### src/sv/ffdl_pkg.sv
// Shared constants and types for the fractional feedback delay line.
`timescale 1ns / 1ps
`default_nettype none

package ffdl_pkg;

  localparam int DEPTH = 4096;
  localparam int ADDR_W = $clog2(DEPTH);

  localparam int SAMPLE_W = 24;
  localparam int GAIN_W = 16;
  localparam int DELAY_W = 20;
  localparam int FRAC_W = 8;
  localparam int CFG_IDX_W = 1;

  localparam logic [CFG_IDX_W-1:0] REG_DELAY = 1'd0;
  localparam logic [CFG_IDX_W-1:0] REG_GAIN = 1'd1;

  localparam logic [DELAY_W-1:0] DELAY_MIN = DELAY_W'(256);
  localparam logic [DELAY_W-1:0] DELAY_MAX = DELAY_W'((DEPTH - 1) * 256);
  localparam logic [FRAC_W-1:0] FRAC_FAR_MIN = 8'd254;

  localparam logic signed [SAMPLE_W+1:0] SAT_MAX = 26'sd8388607;
  localparam logic signed [SAMPLE_W+1:0] SAT_MIN = -26'sd8388608;

  // Serial multiplier: signed multiplicand times signed multiplier, one bit per cycle.
  localparam int MUL_A_W = SAMPLE_W + 1;
  localparam int MUL_B_W = GAIN_W;
  localparam int MUL_P_W = MUL_A_W + MUL_B_W;
  localparam int MUL_CNT_W = $clog2(MUL_B_W);

  typedef struct packed {
    logic busy;
    logic done;
  } mul_status_t;

endpackage

`default_nettype wire

### src/sv/ffdl_smul.sv
// Bit-serial signed shift-add multiplier, one multiplier bit per cycle.
`timescale 1ns / 1ps
`default_nettype none

module ffdl_smul (
  input  wire logic                                 clk,
  input  wire logic                                 rst,
  input  wire logic                                 start,
  input  wire logic signed [ffdl_pkg::MUL_A_W-1:0]  a,
  input  wire logic signed [ffdl_pkg::MUL_B_W-1:0]  b,
  output ffdl_pkg::mul_status_t                     status,
  output logic signed [ffdl_pkg::MUL_P_W-1:0]       product
);

  localparam logic [ffdl_pkg::MUL_CNT_W-1:0] LAST_STEP =
    ffdl_pkg::MUL_CNT_W'(ffdl_pkg::MUL_B_W - 1);

  logic signed [ffdl_pkg::MUL_A_W-1:0] mcand;
  logic signed [ffdl_pkg::MUL_A_W-1:0] hi;
  logic [ffdl_pkg::MUL_B_W-1:0]        lo;
  logic [ffdl_pkg::MUL_CNT_W-1:0]      cnt;
  logic                                running;
  logic                                done;
  logic signed [ffdl_pkg::MUL_A_W:0]   addend;
  logic signed [ffdl_pkg::MUL_A_W:0]   sum;

  // The sign bit of the multiplier carries negative weight, so it subtracts.
  always_comb begin
    if (!lo[0]) begin
      addend = '0;
    end else if (cnt == LAST_STEP) begin
      addend = -{mcand[ffdl_pkg::MUL_A_W-1], mcand};
    end else begin
      addend = {mcand[ffdl_pkg::MUL_A_W-1], mcand};
    end
    sum = {hi[ffdl_pkg::MUL_A_W-1], hi} + addend;
  end

  always_ff @(posedge clk) begin
    if (rst) begin
      running <= 1'b0;
      done <= 1'b0;
      cnt <= '0;
    end else begin
      done <= running && !start && (cnt == LAST_STEP);
      if (start) begin
        mcand <= a;
        hi <= '0;
        lo <= b;
        cnt <= '0;
        running <= 1'b1;
      end else if (running) begin
        hi <= sum[ffdl_pkg::MUL_A_W:1];
        lo <= {sum[0], lo[ffdl_pkg::MUL_B_W-1:1]};
        cnt <= cnt + 1'b1;
        if (cnt == LAST_STEP) begin
          running <= 1'b0;
        end
      end
    end
  end

  assign product = {hi, lo};
  assign status.busy = running;
  assign status.done = done;

`ifndef SYNTHESIS
  a_no_restart: assert property (@(posedge clk) disable iff (rst) running |-> !start)
    else $error("Multiplier started while busy.");
`endif

endmodule

`default_nettype wire

### config.mk
export PLATFORM = sky130hd
export DESIGN_NAME = ffdl_smul
export DESIGN_NICKNAME = d
export VERILOG_FILES = /design/src/sv/ffdl_pkg.sv /design/src/sv/ffdl_smul.sv
export SDC_FILE = /design/constraint.sdc
export NUM_CORES = 1
export LEC_CHECK = 0
export ABC_CLOCK_PERIOD_IN_PS = 3900
export BUFFER_PORTS_ARGS = -buffer_cell sky130_fd_sc_hd__buf_2
export CORE_MARGIN = 2
export CORE_UTILIZATION = 51
export DETAILED_ROUTE_END_ITERATION = 8
export PLACE_DENSITY = 0.75
export SLEW_MARGIN = 10
export SYNTH_ARGS = -nofsm -noshare
export SYNTH_HDL_FRONTEND = slang
export SYNTH_SLANG_ARGS = --single-unit
### constraint.sdc
create_clock -name clk -period 3.9 [get_ports clk]
set_input_delay 0.39 -clock clk [delete_from_list [all_inputs] [get_ports clk]]
set_output_delay 0.39 -clock clk [all_outputs]
set_load 0.02 [all_outputs]
==> results.toml, run 1 <==
[outcome]
status = "finished, final reports clean"

[critical_path]
crit_chain = "inv_1 > ha_2 > nand2b_1 > nand3b_1 > o21ai_1 > xor2_1 > nor2b_1 > ha_1 > buf_4 > and2_1 > o2111ai_1 > a31oi_1 > o31a_1 > o22ai_1 > mux2_2"
crit_path_max_fanout = 4
reg2reg_depth = 15
startpoint_type = "flop"
r2r_start = "mcand[0]"
worstSetupPathType = "flop to flop"
r2r_slack_ns = 0.11
cp-startpoint = "mcand[0]"
cp.required_ns = 4.01
crit_family = "compound AO/OA/AOI/OAI gates"
worstPathArrival_ns = 3.90
reg2reg_to = "hi[23]"
cp.depth = 15
cpPeakStageDelay_ns = 0.43
worst-path-buf-inv = 2
slowest_stage = "edfxtp_1"
crit_path_end_kind = "flop"

[yosys]
syn_inst = 471
ys_ff_latch = 72
ys_seq_area_share_pct = 43.3
synth_mux_area_share_pct = 5.06
synth_edf_count = 66
synth_fa_ha_area_share_pct = 7.38
synth-compound-area-share_pct = 16.6
synth_cell_types = 70
async_flop_share_pct = 0
synth_top_family_by_area = "simple AND/OR/NAND/NOR gates"
synthSimpleGateAreaFrac_pct = 19.3
syn_area_um2 = 4850
ys.flop_type = "edfxtp_1"
synth_xor_area_share_pct = 5.42
yosys_warnings = 0
avgSynthCellArea_um2 = 10.3
synth_fp_nets = 543

[floorplan]
dieArea_um2 = 10300
num_io_pins = 87
initial_core_util_pct = 52.5
coreArea_um2 = 9240
die_x_um = 102
rows = 35
die_h_um = 102

[power]
p_leak_uw = 0.00231
p_per_area_nw_per_um2 = 364
ir_drop_v = 0.000182

[place]
place_ws_ns = -0.00336
dp_hpwl_um = 8160
place_area_um2 = 5440
io_buffers = 86
globalplace.congestion = 0.915
dp.cells = 677

[clock_tree]
clockRootBuffer = "clkbuf_8"
clock_latency_ns = 0.35
tritoncts = "yes"
cts.path.max_buffers = 2
cts_inserted_buffers = 9
path_clk_slew_ns = 0.08
htreeDepth = 3
cts_sinks = 72

[sta]
hold_viol_final = 0
fin_crit_sh_pct = 97.3
slew_viol_final = 0
setup_viol_count_final = 0
clock_skew_ns = 0.00948
worstMarginPinSlew_ns = 1.06
slew_headroom_pct = 29.4
setup_slack_ns = 0.107
finalCriticalPeriod_ns = 3.79
fmaxAchievable_ghz = 0.264
whs_ns = 0.209

[route]
vias = 4005
viasPerCell = 5.75
drtAntennaViolNets = 0
drt_wl_total_um = 11200
remaining_drc_errors = 0
wl_per_cell_um = 16.1
dr.pass1.iters = 5
dr.first_iter.drc_count = 316

[grt]
first_global_vias = 3659
grt_use_met2_pct = 35.2
top_usage_layer = "met2"
grt_use_total_pct = 21.5
use_met1_pct = 29.5
antenna_found_initial = 0
overflow = 0
grt_pass1_wl_um = 17400
use_met3_pct = 4.14
grt_max_degree = 59

[final_layout]
n_fill_cell = 744
antennaDiodeCount = 0
fin_area_um2 = 5750
final_nets = 634
drive_gt1_share_pct = 28.9
area_growth_syn_to_layout_pct = 18.6
finalNonFillerCells = 696
final_core_util_pct = 62.3

[min_path]
min_path_type = "primary input to flop"
hold_depth = 1
hold_end = "mcand[4]"
min-delay-start = "a[4]"

[flow_run]
max_cap_viol_count = 0
cell usage after synthesis, drive strengths merged, types with 13 or more instances:
| master | number | share of area [%] |
|---|---|---|
| ha | 27 | 7.0 |
| nor3 | 25 | 2.7 |
| mux2 | 20 | 4.6 |
| a21oi | 34 | 3.5 |
| nor2 | 37 | 2.9 |
| o21ai | 25 | 2.7 |
| and2 | 21 | 2.7 |
| xnor2 | 13 | 2.3 |
| o21a | 14 | 2.2 |
| xor2 | 17 | 3.1 |
| inv | 15 | 1.2 |
| nand2 | 19 | 1.5 |
| edfxtp | 66 | 41 |
cells in the final DEF (no fill, tap or decap), types with 12 or more instances in the layout:
cell type / Yosys / routed
and2_1: 21 / 20
edfxtp_1: 66 / 66
ha_1: 27 / 20
buf_2: 4 / 86
a21oi_1: 34 / 31
mux2_2: 18 / 18
nor3_1: 24 / 23
inv_1: 15 / 15
xnor2_1: 13 / 13
xor2_1: 17 / 17
nor2_1: 37 / 36
o21a_1: 14 / 14
nand2_1: 19 / 19
buf_4: 2 / 12
o21ai_0: 21 / 17
worst reg2reg max path, stage by stage (launching register included):
cell	delay, ns
edfxtp_1	0.43
inv_1	0.09
ha_2	0.19
nand2b_1	0.11
nand3b_1	0.27
o21ai_1	0.19
xor2_1	0.21
nor2b_1	0.10
ha_1	0.35
buf_4	0.16
and2_1	0.20
o2111ai_1	0.14
a31oi_1	0.13
o31a_1	0.40
o22ai_1	0.21
mux2_2	0.35
metal layers:
metal | share of wire [%] | routed length (µm) | vias up
li1 | - | - | 1948
met1 | 45 | 5040 | 1883
met2 | 47 | 5290 | 160
met3 | 6.1 | 685 | 14
met4 | 1.5 | 170 | 0
met5 | 0 | 0 | -
state kept, by name, indices dropped and copies added (netlist names):
signal and flops:
cnt 4, done 1, mcand 25, hi 25
running 1, lo 16
timing repair:
item,in CTS,in global routing
hold buffers,0,0
gates resized for setup,0,24
setup endpoints to repair,1,7
pin swaps,0,7
setup buffers,1,2
through the flow:
stage / TNS (ns) / total power [µW]
after CTS: 0 / 2080
after global placement: 0 / 1460
after detailed placement: -0.00336 / 1480
final: 0 / 2090
after floorplan: 0 / 1330
after global routing: -0.0247 / 2190
kinds of logic (layout without fill, tap and decap cells):
family,Yosys count,count (layout)
AND/OR/NAND/NOR,166,166
XOR/XNOR,30,30
adder cells (fa/ha/maj),28,28
multiplexers,22,22
flip-flops,72,72
AO/OA/AOI/OAI,119,119
buffers and inverters,34,130
worst max-delay path by stage:
stage / endpoint / slack [ns]
final: hi[23] / 0.11
after global routing: hi[23] / -0.02
after CTS: hi[20] / 0.04
after detailed placement: hi[20] / -0.003
after global placement: hi[20] / 0.13
after floorplan: hi[20] / 0.20
power by group:
part | internal [µW] | leakage, µW | switching [µW]
logic | 224 | 0.00153 | 301
clock network | 311 | 0.000105 | 294
registers | 916 | 0.000680 | 47.8
layout make-up:
| type | count | area, µm² | area share [%] |
|---|---|---|---|
| clock buffers | 13 | 181 | 3.15 |
| clock inverters | 3 | 21.3 | 0.370 |
| inverters | 15 | 56.3 | 0.979 |
| multi-input cells | 365 | 2700 | 46.9 |
| flip-flops and latches | 72 | 2100 | 36.5 |
| well taps | 129 | 161 | 2.81 |
| repair buffers | 99 | 532 | 9.24 |
No activity file was read; power rests on OpenSTA's default activity.
==> inputs of run 2 (changes only) <==
- ABC_CLOCK_PERIOD_IN_PS: 3900 -> 3610
- CORE_UTILIZATION: 51 -> 57
- PLACE_DENSITY: 0.75 -> 0.79
- clock period: 3.9 -> 3.61 ns (I/O delays scaled with it)
==> run 2 against run 1 <==
  * The run now ends with negative setup slack left
  * Die area down 10%
  * Design area grew 11%
  * Total power up 20%
  * Largest power group unchanged
==> results.toml, run 2 (synthesis gave the netlist of run 1 again) <==
[sta]
worstMarginPinSlew_ns = 1.12
setup_slack_ns = -0.103
clock_skew_ns = 0.0223
fmaxAchievable_ghz = 0.269
fin_crit_sh_pct = 103
finalCriticalPeriod_ns = 3.71
slew_viol_final = 0
slew_headroom_pct = 24.8
hold_viol_final = 0
grt_setup_unrepaired = "yes"
setup_viol_count_final = 4

[grt]
grt_max_degree = 43
grt_use_total_pct = 27.3
antenna_found_initial = 0
grt_pass1_wl_um = 19300
first_global_vias = 4060
overflow = 0

[place]
place_area_um2 = 5840
dp_hpwl_um = 8850
place_ws_ns = -0.153
globalplace.congestion = 0.929
io_buffers = 86
dp.cells = 709

[power]
swShare_pct = 31.5
p_sw_uw = 793
p_per_area_nw_per_um2 = 396
ir_drop_v = 0.000278
seq_power_share_pct = 41.4
power_uw = 2520
p_int_uw = 1730
p_leak_uw = 0.00264
p_comb_share_pct = 27.9
clkPwrFrac_pct = 30.8

[route]
vias = 4415
viasPerCell = 6.03
wl_per_cell_um = 17.9
dr.pass1.iters = 5
drtAntennaViolNets = 0
drt_wl_total_um = 13100
dr.first_iter.drc_count = 360
remaining_drc_errors = 0

[critical_path]
crit_path_max_fanout = 5
startpoint_type = "flop"
crit_path_end_kind = "flop"
reg2reg_to = "hi[22]"
cp.required_ns = 3.84
worstPathArrival_ns = 3.94
r2r_slack_ns = -0.10
worstSetupPathType = "flop to flop"
reg2reg_depth = 12
r2r_start = "mcand[9]"

[final_layout]
finalNonFillerCells = 732
final_cell_mix = "86 x buf_2, 73 x buf_4, 66 x edfxtp_1"
layout_commonest_cell = "buf_2"
antennaDiodeCount = 0
largestRegisters = "hi (25), mcand (25), lo (16)"
fin_area_um2 = 6360
final_nets = 694
final_core_util_pct = 77.4
area_growth_syn_to_layout_pct = 31.1
drive_gt1_share_pct = 39.6

[min_path]
hold_depth = 1
min-delay-start = "a[6]"
min_path_type = "primary input to flop"
hold_end = "mcand[6]"

[clock_tree]
cts_inserted_buffers = 9
clock_latency_ns = 0.37
path_clk_slew_ns = 0.09
clockRootBuffer = "clkbuf_8"
tritoncts = "yes"
cts_sinks = 72
cts.path.max_buffers = 2
htreeDepth = 3

[flow_run]
max_cap_viol_count = 0

[floorplan]
die_h_um = 96.2
num_io_pins = 87
initial_core_util_pct = 59.0
rows = 33
die_x_um = 96.2
dieArea_um2 = 9260
coreArea_um2 = 8220

[outcome]
violations = "negative setup slack"
status = "complete, but fails checks"
[run 2: cell count changes in the layout (fill, tap and decap cells not counted), moves of 3 or more]
| cell | previous run | this run |
|---|---|---|
| o21ai_0 | 17 | 13 |
| a21boi_1 | 0 | 3 |
| and2_4 | 1 | 4 |
| ha_2 | 5 | 1 |
| ha_4 | 2 | 6 |
| and2_1 | 20 | 17 |
| a21oi_1 | 31 | 28 |
| a21boi_0 | 4 | 1 |
| buf_4 | 12 | 73 |
| o21ai_1 | 6 | 9 |
| and3_4 | 0 | 3 |
| and3_1 | 7 | 4 |
[run 2: cell type report]
type                            instances  area (µm²)
Multi-Input combinational cell        365        2850
Sequential cell                        72        2100
Fill cell                             532        1860
Timing Repair Buffer                  159         978
Clock buffer                           11         174
Tap cell                              105         131
Clock inverter                          5        66.3
Inverter                               15        56.3
[run 2: critical path, cell delays in order, from the launching register on]
cell	delay, ns
edfxtp_1	0.39
or3_4	0.43
or3_4	0.44
o31ai_4	0.31
buf_4	0.16
and3_4	0.17
o21a_1	0.18
ha_4	0.24
a2111o_1	0.41
a211o_1	0.32
a2111oi_2	0.32
mux2i_1	0.12
nand4_1	0.08
[run 2: stage by stage]
stage                     hold WS, ns  setup TNS [ns]
after floorplan                 0.456         -0.0488
after global placement          0.479         -0.0729
after detailed placement        0.494          -0.412
after CTS                       0.161         -0.0180
after global routing            0.154          -0.997
final                           0.173          -0.257
[run 2: worst max path at each step]
stage | depth (start not counted) | start | endpoint | slack, ns
after global placement | 13 | mcand[5] | hi[21] | -0.05
after detailed placement | 13 | mcand[5] | hi[21] | -0.15
after global routing | 12 | mcand[9] | hi[22] | -0.26
final | 12 | mcand[9] | hi[22] | -0.10
after CTS | 12 | mcand[11] | hi[20] | -0.02
after floorplan | 14 | mcand[9] | hi[20] | -0.05
[run 2: repair_timing]
action / in CTS / in global routing
hold buffers: 0 / 0
gates resized for setup: 18 / 36
pin swaps: 2 / 17
buffers inserted: 0 / 7
setup endpoints to repair: 5 / 10
[run 2: per-layer routing]
layer,up-vias,track usage (%),routed length [µm]
li1,2071,-,-
met1,2077,36.4,5460
met2,229,43.5,6400
met3,38,5.09,931
met4,0,11.3,327
met5,-,0,0
[run 2: power by group through the flow]
stage / sequential, µW / combinational (µW) / clock [µW]
finish: 1040 / 702 / 775
global route: 1050 / 753 / 813
CTS: 1040 / 641 / 774
detailed placement: 1050 / 618 / 0
global placement: 1050 / 600 / 0
floorplan: 1090 / 344 / 0
